`src/design/fpbm_pkg.sv`:
```
// fpbm_pkg: shared widths, codes, types and the divider step for the
// flash plane/block mapping block. No dependencies.

package fpbm_pkg;

	localparam int IW  = 16;  // index width
	localparam int PLW = 4;   // plane field width
	localparam int BW  = 17;  // plane size / element size register width
	localparam int PW  = 5;   // planes_per_package width
	localparam int DW  = 22;  // widest divisor (plane size * planes)
	localparam int RW  = 23;  // unclipped result width

	localparam int MAX_BLOCKS_DEF = 65536;
	localparam int MAX_PLANES_DEF = 16;

	// one cell per quotient bit, then compute and output stages
	localparam int LATENCY = IW + 2;

	localparam logic [1:0] KIND_CONCAT = 2'd0;
	localparam logic [1:0] KIND_PAIR   = 2'd1;
	localparam logic [1:0] KIND_FULL   = 2'd2;

	localparam logic [1:0] REG_KIND   = 2'd0;
	localparam logic [1:0] REG_BPP    = 2'd1;
	localparam logic [1:0] REG_PLANES = 2'd2;
	localparam logic [1:0] REG_ELEM   = 2'd3;

	localparam logic MODE_TO_BLOCK = 1'b0;
	localparam logic MODE_TO_POS   = 1'b1;

	localparam logic [1:0]    KIND_RST   = KIND_CONCAT;
	localparam logic [BW-1:0] BPP_RST    = BW'(1024);
	localparam logic [PW-1:0] PLANES_RST = PW'(8);
	localparam logic [BW-1:0] ELEM_RST   = BW'(8192);

	typedef struct packed {
		logic [BW-1:0] b;
		logic [PW-1:0] p;
		logic [DW-1:0] pb;
	} fpbm_div_t;

	typedef struct packed {
		logic          vld;
		logic          mode;
		logic [IW-1:0] x;
		logic [IW-1:0] rem_b;
		logic [IW-1:0] rem_p;
		logic [IW-1:0] rem_pb;
		logic [IW-1:0] q_b;
		logic [IW-1:0] q_p;
		logic [IW-1:0] q_pb;
	} fpbm_cell_t;

	typedef struct packed {
		logic [IW-1:0] rem;
		logic          q;
	} fpbm_step_t;

	// one restoring division step; the remainder never exceeds the dividend
	function automatic fpbm_step_t div_step(input logic [IW-1:0] rem, input logic xbit,
			input logic [DW-1:0] d);
		logic [IW:0]   trial;
		logic [DW-1:0] wide;
		fpbm_step_t    r;
		trial = {rem, xbit};
		wide  = DW'(trial);
		if (wide >= d) begin
			r.q   = 1'b1;
			r.rem = IW'(wide - d);
		end else begin
			r.q   = 1'b0;
			r.rem = trial[IW-1:0];
		end
		return r;
	endfunction

endpackage

```
`src/design/fpbm_cell.sv`:
```
// fpbm_cell: one link of the divider chain; produces one quotient bit for
// each of the three divisors and hands the item on. Uses fpbm_pkg.

module fpbm_cell import fpbm_pkg::*; #(
	parameter int BIT_POS = 0
) (
	input  logic       clk,
	input  logic       arst_n,
	input  fpbm_cell_t din,
	input  fpbm_div_t  div,
	output fpbm_cell_t dout
);

	fpbm_step_t st_b, st_p, st_pb;
	fpbm_cell_t nxt;
	fpbm_cell_t cell_q;

	always_comb begin
		st_b  = div_step(din.rem_b,  din.x[BIT_POS], DW'(div.b));
		st_p  = div_step(din.rem_p,  din.x[BIT_POS], DW'(div.p));
		st_pb = div_step(din.rem_pb, din.x[BIT_POS], div.pb);
		nxt        = din;
		nxt.rem_b  = st_b.rem;
		nxt.rem_p  = st_p.rem;
		nxt.rem_pb = st_pb.rem;
		nxt.q_b    = {din.q_b[IW-2:0],  st_b.q};
		nxt.q_p    = {din.q_p[IW-2:0],  st_p.q};
		nxt.q_pb   = {din.q_pb[IW-2:0], st_pb.q};
	end

	always_ff @(posedge clk or negedge arst_n) begin
		if (!arst_n) begin
			cell_q <= '0;
		end else begin
			cell_q <= nxt;
		end
	end

	assign dout = cell_q;

endmodule

```
`src/design/fpbm_finish.sv`:
```
// fpbm_finish: builds the mapped index and plane from quotients and
// remainders, then range-checks and registers the result. Uses fpbm_pkg.

module fpbm_finish import fpbm_pkg::*; #(
	parameter int MAX_PLANES = MAX_PLANES_DEF
) (
	input  logic             clk,
	input  logic             arst_n,
	input  fpbm_cell_t       cin,
	input  fpbm_div_t        div,
	input  logic [1:0]       kind,
	input  logic [BW-1:0]    elem,
	output logic             done,
	output logic [IW-1:0]    mapped_index,
	output logic [PLW-1:0]   plane_of_position,
	output logic             out_of_range,
	output logic             bad_mapping
);

	localparam int PL_MAX = (MAX_PLANES - 1 < 15) ? MAX_PLANES - 1 : 15;

	logic [RW-1:0]  r_pair;
	logic [BW-1:0]  mul_a;
	logic [PW-1:0]  mul_c;
	logic [DW-1:0]  prod;
	logic [IW-1:0]  add_q;
	logic [RW-1:0]  res;
	logic [IW:0]    plane_raw;
	logic [PLW-1:0] plane;
	logic           bad;

	logic           vld_s1;
	logic [RW-1:0]  chk_s1;
	logic           xoor_s1;
	logic [PLW-1:0] plane_s1;
	logic           bad_s1;

	logic           done_q;
	logic [IW-1:0]  mapped_q;
	logic [PLW-1:0] plane_q;
	logic           oor_q;
	logic           bad_q;

	always_comb begin
		r_pair = (cin.q_b[0] ? RW'(div.b) : '0) + RW'(cin.rem_b);
		if (cin.mode == MODE_TO_BLOCK) begin
			mul_a = BW'(cin.rem_b);
			mul_c = div.p;
			add_q = cin.q_b;
		end else begin
			mul_a = div.b;
			mul_c = cin.rem_p[PW-1:0];
			add_q = cin.q_p;
		end
		prod = DW'(mul_a) * DW'(mul_c);

		bad       = 1'b0;
		res       = RW'(cin.x);
		plane_raw = (IW+1)'(cin.q_b);
		case (kind)
			KIND_CONCAT: begin
				res = RW'(cin.x);
			end
			KIND_PAIR: begin
				if (cin.mode == MODE_TO_BLOCK) begin
					res = RW'(cin.x) - r_pair + (RW'(cin.rem_b) << 1) + RW'(cin.q_b[0]);
				end else begin
					res = RW'(cin.x) - r_pair + (cin.x[0] ? RW'(div.b) : '0)
						+ (r_pair >> 1);
					plane_raw = (IW+1)'({cin.q_b[IW-1:1], cin.x[0]});
				end
			end
			KIND_FULL: begin
				res = RW'(prod) + RW'(add_q);
				if (cin.mode == MODE_TO_POS) begin
					plane_raw = (IW+1)'(cin.rem_p) + (IW+1)'(cin.q_pb);
				end
			end
			default: begin
				bad = 1'b1;
			end
		endcase

		if (plane_raw > (IW+1)'(PL_MAX)) begin
			plane = PLW'(PL_MAX);
		end else begin
			plane = plane_raw[PLW-1:0];
		end
	end

	always_ff @(posedge clk or negedge arst_n) begin
		if (!arst_n) begin
			vld_s1 <= 1'b0;
		end else begin
			vld_s1 <= cin.vld;
		end
	end

	always_ff @(posedge clk) begin
		chk_s1   <= bad ? RW'(cin.x) : res;
		xoor_s1  <= (RW'(cin.x) >= RW'(elem));
		plane_s1 <= bad ? '0 : plane;
		bad_s1   <= bad;
	end

	always_ff @(posedge clk or negedge arst_n) begin
		if (!arst_n) begin
			done_q <= 1'b0;
		end else begin
			done_q <= vld_s1;
		end
	end

	always_ff @(posedge clk) begin
		mapped_q <= bad_s1 ? '0 : chk_s1[IW-1:0];
		plane_q  <= plane_s1;
		oor_q    <= xoor_s1 || (chk_s1 >= RW'(elem)) || (chk_s1 > RW'({IW{1'b1}}));
		bad_q    <= bad_s1;
	end

	assign done              = done_q;
	assign mapped_index      = mapped_q;
	assign plane_of_position = plane_q;
	assign out_of_range      = oor_q;
	assign bad_mapping       = bad_q;

endmodule

```
`src/design/flash_plane_block_mapping.sv`:
```
// Throughput: one item per cycle; busy stays low, results cannot be stalled.
// The 16-cell divider chain (one quotient bit per cell) plus a compute stage
// and an output register set the latency.
// Reset clears all valid flags and loads the register defaults.
// flash_plane_block_mapping: top level; config registers, divider chain.
// Uses fpbm_pkg, fpbm_cell, fpbm_finish.

module flash_plane_block_mapping import fpbm_pkg::*; #(
	parameter int MAX_BLOCKS = MAX_BLOCKS_DEF,
	parameter int MAX_PLANES = MAX_PLANES_DEF
) (
	input  logic           clk,
	input  logic           arst_n,
	input  logic           start,
	output logic           busy,
	input  logic           mode,
	input  logic [IW-1:0]  index_in,
	input  logic           wr_en,
	input  logic [1:0]     wr_index,
	input  logic [BW-1:0]  wr_data,
	output logic           done,
	output logic [IW-1:0]  mapped_index,
	output logic [PLW-1:0] plane_of_position,
	output logic           out_of_range,
	output logic           bad_mapping
);

	logic [1:0]    kind_q;
	logic [BW-1:0] bpp_q;
	logic [PW-1:0] planes_q;
	logic [BW-1:0] elem_q;

	logic [BW-1:0] b_eff;
	logic [PW-1:0] p_eff;
	logic [BW-1:0] e_eff;
	fpbm_div_t     div;
	fpbm_cell_t    chain [IW+1];

	always_ff @(posedge clk or negedge arst_n) begin
		if (!arst_n) begin
			kind_q   <= KIND_RST;
			bpp_q    <= BPP_RST;
			planes_q <= PLANES_RST;
			elem_q   <= ELEM_RST;
		end else if (wr_en) begin
			case (wr_index)
				REG_KIND:   kind_q   <= wr_data[1:0];
				REG_BPP:    bpp_q    <= wr_data;
				REG_PLANES: planes_q <= wr_data[PW-1:0];
				REG_ELEM:   elem_q   <= wr_data;
				default:    kind_q   <= kind_q;
			endcase
		end
	end

	always_comb begin
		if (bpp_q == '0) begin
			b_eff = BW'(1);
		end else if (32'(bpp_q) > 32'(MAX_BLOCKS)) begin
			b_eff = BW'(MAX_BLOCKS);
		end else begin
			b_eff = bpp_q;
		end
		if (planes_q == '0) begin
			p_eff = PW'(1);
		end else if (32'(planes_q) > 32'(MAX_PLANES)) begin
			p_eff = PW'(MAX_PLANES);
		end else begin
			p_eff = planes_q;
		end
		if (32'(elem_q) > 32'(MAX_BLOCKS)) begin
			e_eff = BW'(MAX_BLOCKS);
		end else begin
			e_eff = elem_q;
		end
		div.b  = b_eff;
		div.p  = p_eff;
		div.pb = DW'(b_eff) * DW'(p_eff);
	end

	assign busy = 1'b0;

	always_comb begin
		chain[0]      = '0;
		chain[0].vld  = start & ~busy;
		chain[0].mode = mode;
		chain[0].x    = index_in;
	end

	for (genvar i = 0; i < IW; i++) begin : g_cell
		fpbm_cell #(
			.BIT_POS(IW - 1 - i)
		) u_cell (
			.clk   (clk),
			.arst_n(arst_n),
			.din   (chain[i]),
			.div   (div),
			.dout  (chain[i+1])
		);
	end

	fpbm_finish #(
		.MAX_PLANES(MAX_PLANES)
	) u_finish (
		.clk              (clk),
		.arst_n           (arst_n),
		.cin              (chain[IW]),
		.div              (div),
		.kind             (kind_q),
		.elem             (e_eff),
		.done             (done),
		.mapped_index     (mapped_index),
		.plane_of_position(plane_of_position),
		.out_of_range     (out_of_range),
		.bad_mapping      (bad_mapping)
	);

endmodule

```
`config.mk`:
```
export PLATFORM = sky130hd
export DESIGN_NAME = flash_plane_block_mapping
export DESIGN_NICKNAME = d
export VERILOG_FILES = /design/src/design/fpbm_pkg.sv /design/src/design/fpbm_cell.sv /design/src/design/fpbm_finish.sv /design/src/design/flash_plane_block_mapping.sv
export SDC_FILE = /design/constraint.sdc
export NUM_CORES = 2
export LEC_CHECK = 0
export BUFFER_PORTS_ARGS = -buffer_cell sky130_fd_sc_hd__buf_2
export CORE_AREA = 8 8 371 373
export DETAILED_ROUTE_END_ITERATION = 12
export DIE_AREA = 0 0 379 381
export PLACE_DENSITY = 0.83
export RECOVER_POWER = 100
export SLEW_MARGIN = 20
export SYNTH_ARGS = -nofsm -noshare
export SYNTH_HDL_FRONTEND = slang
export SYNTH_SLANG_ARGS = --single-unit
```
`constraint.sdc`:
```
create_clock -name clk -period 10.9 [get_ports clk]
set_input_delay 2.18 -clock clk [delete_from_list [all_inputs] [get_ports clk]]
set_output_delay 2.18 -clock clk [all_outputs]
set_load 0.05 [all_outputs]
```
==> impl_metrics.env <==
export IMPL_status="finished, violations left"
export IMPL_failed_checks="capacitance limit, slew limit"
export IMPL_start_util_pct=63.4
export IMPL_synthArstFlopShare_pct=96.7
export IMPL_numCtsBuffers=156
export IMPL_coreArea_mm2=0.132
export IMPL_post_cts_setup_buffers=0
export IMPL_area_growth_pct=9.20
export IMPL_synth_edf_count=0
export IMPL_grt_pass1_vias=62000
export IMPL_fill_cells=9137
export IMPL_rsz0062_at_grt="no"
export IMPL_ys_seq_area_share_pct=45.5
export IMPL_finalCriticalPeriod_ns=9.79
export IMPL_synthesis_area_mm2=0.0837
export IMPL_routedWlPerCell_um=23.1
export IMPL_drive_gt1_share_pct=10.6
export IMPL_die_area_mm2=0.144
export IMPL_antenna_left=0
export IMPL_required_ns=11.58
export IMPL_postSynthCellCount=7548
export IMPL_drt_iter0_drc=5366
export IMPL_synth_warnings=0
export IMPL_clock_latency_ns=0.84
export IMPL_gr_total_overflow=0
export IMPL_multi_input_area_mm2=0.0430
export IMPL_drt_first_pass_iters=8
export IMPL_setup_viol_count_final=0
export IMPL_crit_type="reg -> reg"
export IMPL_rows=134
export IMPL_die_width_um=379
export IMPL_final_common_cell="dfrtp_1"
export IMPL_grt_pass1_wl_um=347000
export IMPL_clk_pin_slew_ns=0.06
export IMPL_synth_flop_cell="dfrtp_1"
export IMPL_clockBufferDepth=3
export IMPL_routed_wl_um=223000
export IMPL_finClkSkew_ns=0.0595
export IMPL_viasPerCell=6.19
export IMPL_clockRootBuffer="clkbuf_16"
export IMPL_worstMarginPinSlew_ns=7.34
export IMPL_synth_avg_cell_area_um2=11.1
export IMPL_hold_path_class="reg -> reg"
export IMPL_synth_seq_cells=1531
export IMPL_hpwl_um=154000
export IMPL_max_stage_delay_ns=1.28
export IMPL_slew_viol_final=743
export IMPL_sequential_cell_area_mm2=0.0381
export IMPL_crit_fanout=17
export IMPL_crit_top_cell="fa_1"
export IMPL_synth_nets=8530
export IMPL_globalplace_congestion=0.967
export IMPL_cp_arrival_ns=10.47
export IMPL_cts_sinks=1531
export IMPL_drc=0
export IMPL_path_cells="nor4_1, nand4_1, a21o_1, inv_1, nand2_1, fa_1, fa_1, fa_1, inv_1, ha_1, a21oi_1, o21bai_1, a21oi_1, xor2_1, clkbuf_1, ha_1, o21a_1, o31a_1, o41ai_2, o21ai_0, o221ai_1, mux2_2"
export IMPL_yosysUniqueCellTypes=100
export IMPL_grt_max_degree=196
export IMPL_fmax_mhz=102
export IMPL_hold_violations=0
export IMPL_fin_nets=8710
export IMPL_max_cap_viol_count=26
export IMPL_antenna_found_initial=11
export IMPL_critPathCaptureType="flop"
export IMPL_cp_slowest_cell="o221ai_1"
export IMPL_io_buffers=62
export IMPL_holdBufCountCts=0
export IMPL_tns_ns=0
export IMPL_h_tree_depth=4
export IMPL_vias=59700
export IMPL_start_kind="flop"
export IMPL_grt_usage_pct=30.7
export IMPL_layout_worst_path_cycle_share_pct=89.8
export IMPL_die_y_um=381
export IMPL_holdWs_ns=0.323
export IMPL_cts_tree="yes"
export IMPL_cts_resized=0
export IMPL_io_pins=64
export IMPL_maxSlewHeadroom_pct=-389
export IMPL_final_cell_mix="dfrtp_1, ha_1, nor2_1, inv_1, nand2_1"
[per-stage QoR]
stage / std cells / cell area (um2) / util, % / setup WS (ns)
5_1_grt: 9628 / 91400 / 69.2 / 0.642
3_3_place_gp: 9337 / 86300 / 65.4 / 2.21
2_1_floorplan: 7548 / 83700 / - / 2.94
6_report: 9632 / 91400 / 69.2 / 1.11
3_5_place_dp: 9338 / 86400 / 65.4 / 1.99
4_1_cts: 9628 / 91800 / 69.5 / 1.78
[Yosys cell counts, drive strengths merged, types with 78 or more instances]
master	count	share of area, %
a21o	127	1.1
nor3	164	0.98
nand4	104	0.78
nor2	531	2.4
clkbuf	78	0.35
nand2b	80	0.60
xnor2	377	4.0
inv	480	2.2
mux2	471	6.4
nand2	455	2.0
a21oi	382	2.3
o21ai	303	1.8
fa	172	4.1
o21a	128	1.1
nand3	114	0.68
nor4	84	0.63
xor2	196	2.1
nor2b	174	1.3
dfrtp	1477	44
ha	770	12
[registers in the layout, summed over array words and instances (netlist names)]
register and count:
u_finish.mapped_index 16, bpp_q 17, elem_q 17, u_finish.out_of_range 1, u_finish.xoor_s1 1, u_finish.chk_s1 23, g_cell.u_cell.dout 1437, u_finish.bad_s1 1
u_finish.done 1, u_finish.bad_mapping 1, planes_q 5, u_finish.vld_s1 1, u_finish.plane_s1 4, kind_q 2, u_finish.plane_of_position 4
[kinds of logic after synthesis]
group | count (synthesis) | share of synthesized area, %
flip-flops | 1531 | 45.5
adder cells (fa/ha/maj) | 948 | 15.7
AO/OA/AOI/OAI | 1398 | 11.3
multiplexers | 543 | 7.23
other | 1 | 0.00448
XOR/XNOR | 574 | 6.04
AND/OR/NAND/NOR | 1946 | 11.4
buffers and inverters | 607 | 2.93
[metal layers]
| layer | track usage, % | routed length [um] | vias to the layer above |
|---|---|---|---|
| li1 | - | - | 26900 |
| met1 | 38.7 | 87500 | 29500 |
| met2 | 49.2 | 104000 | 2494 |
| met3 | 6.33 | 16600 | 805 |
| met4 | 17.6 | 15000 | 2 |
| met5 | 0 | 13 | - |
[layout make-up]
cell class / instances / share of cell area [%]
clock inverter: 74 / 1.13
inverter: 488 / 2.00
sequential: 1531 / 41.6
antenna: 4 / 0.0109
clock buffer: 216 / 4.85
timing repair buffer: 141 / 0.947
tap: 1768 / 2.42
multi-input combinational: 5410 / 47.0
[worst max-delay path: cells and delay by family (launching register included)]
kind                       cells  cell delay (ns)
AOI/OAI and AO/OA              9             3.43
adders and majority gates      5             2.42
xor gates and xnor gates       1             1.16
buffers and inverters          3             0.92
and+or+nand+nor                3             0.87
muxes                          1             0.45
DFF                            1             0.39
[path summary, 6_finish.rpt]
| kind | from | end | slack, ns | depth (start not counted) |
|---|---|---|---|---|
| setup / recovery | bpp_q[3] | g_cell[12].u_cell.dout[61] | 1.11 | 22 |
| setup reg to reg | bpp_q[3] | g_cell[12].u_cell.dout[61] | 1.11 | 22 |
| min in group asynchronous | arst_n | g_cell[2].u_cell.dout[111] | 4.18 | 1 |
| max in group asynchronous | arst_n | g_cell[4].u_cell.dout[4] | 2.17 | 3 |
| hold reg to reg | g_cell[14].u_cell.dout[102] | g_cell[15].u_cell.dout[102] | 0.32 | 0 |
| hold / removal | g_cell[14].u_cell.dout[102] | g_cell[15].u_cell.dout[102] | 0.32 | 0 |
Power is not shown: default switching activity piles up to over one toggle a cycle in this logic, so the estimate is an artifact.
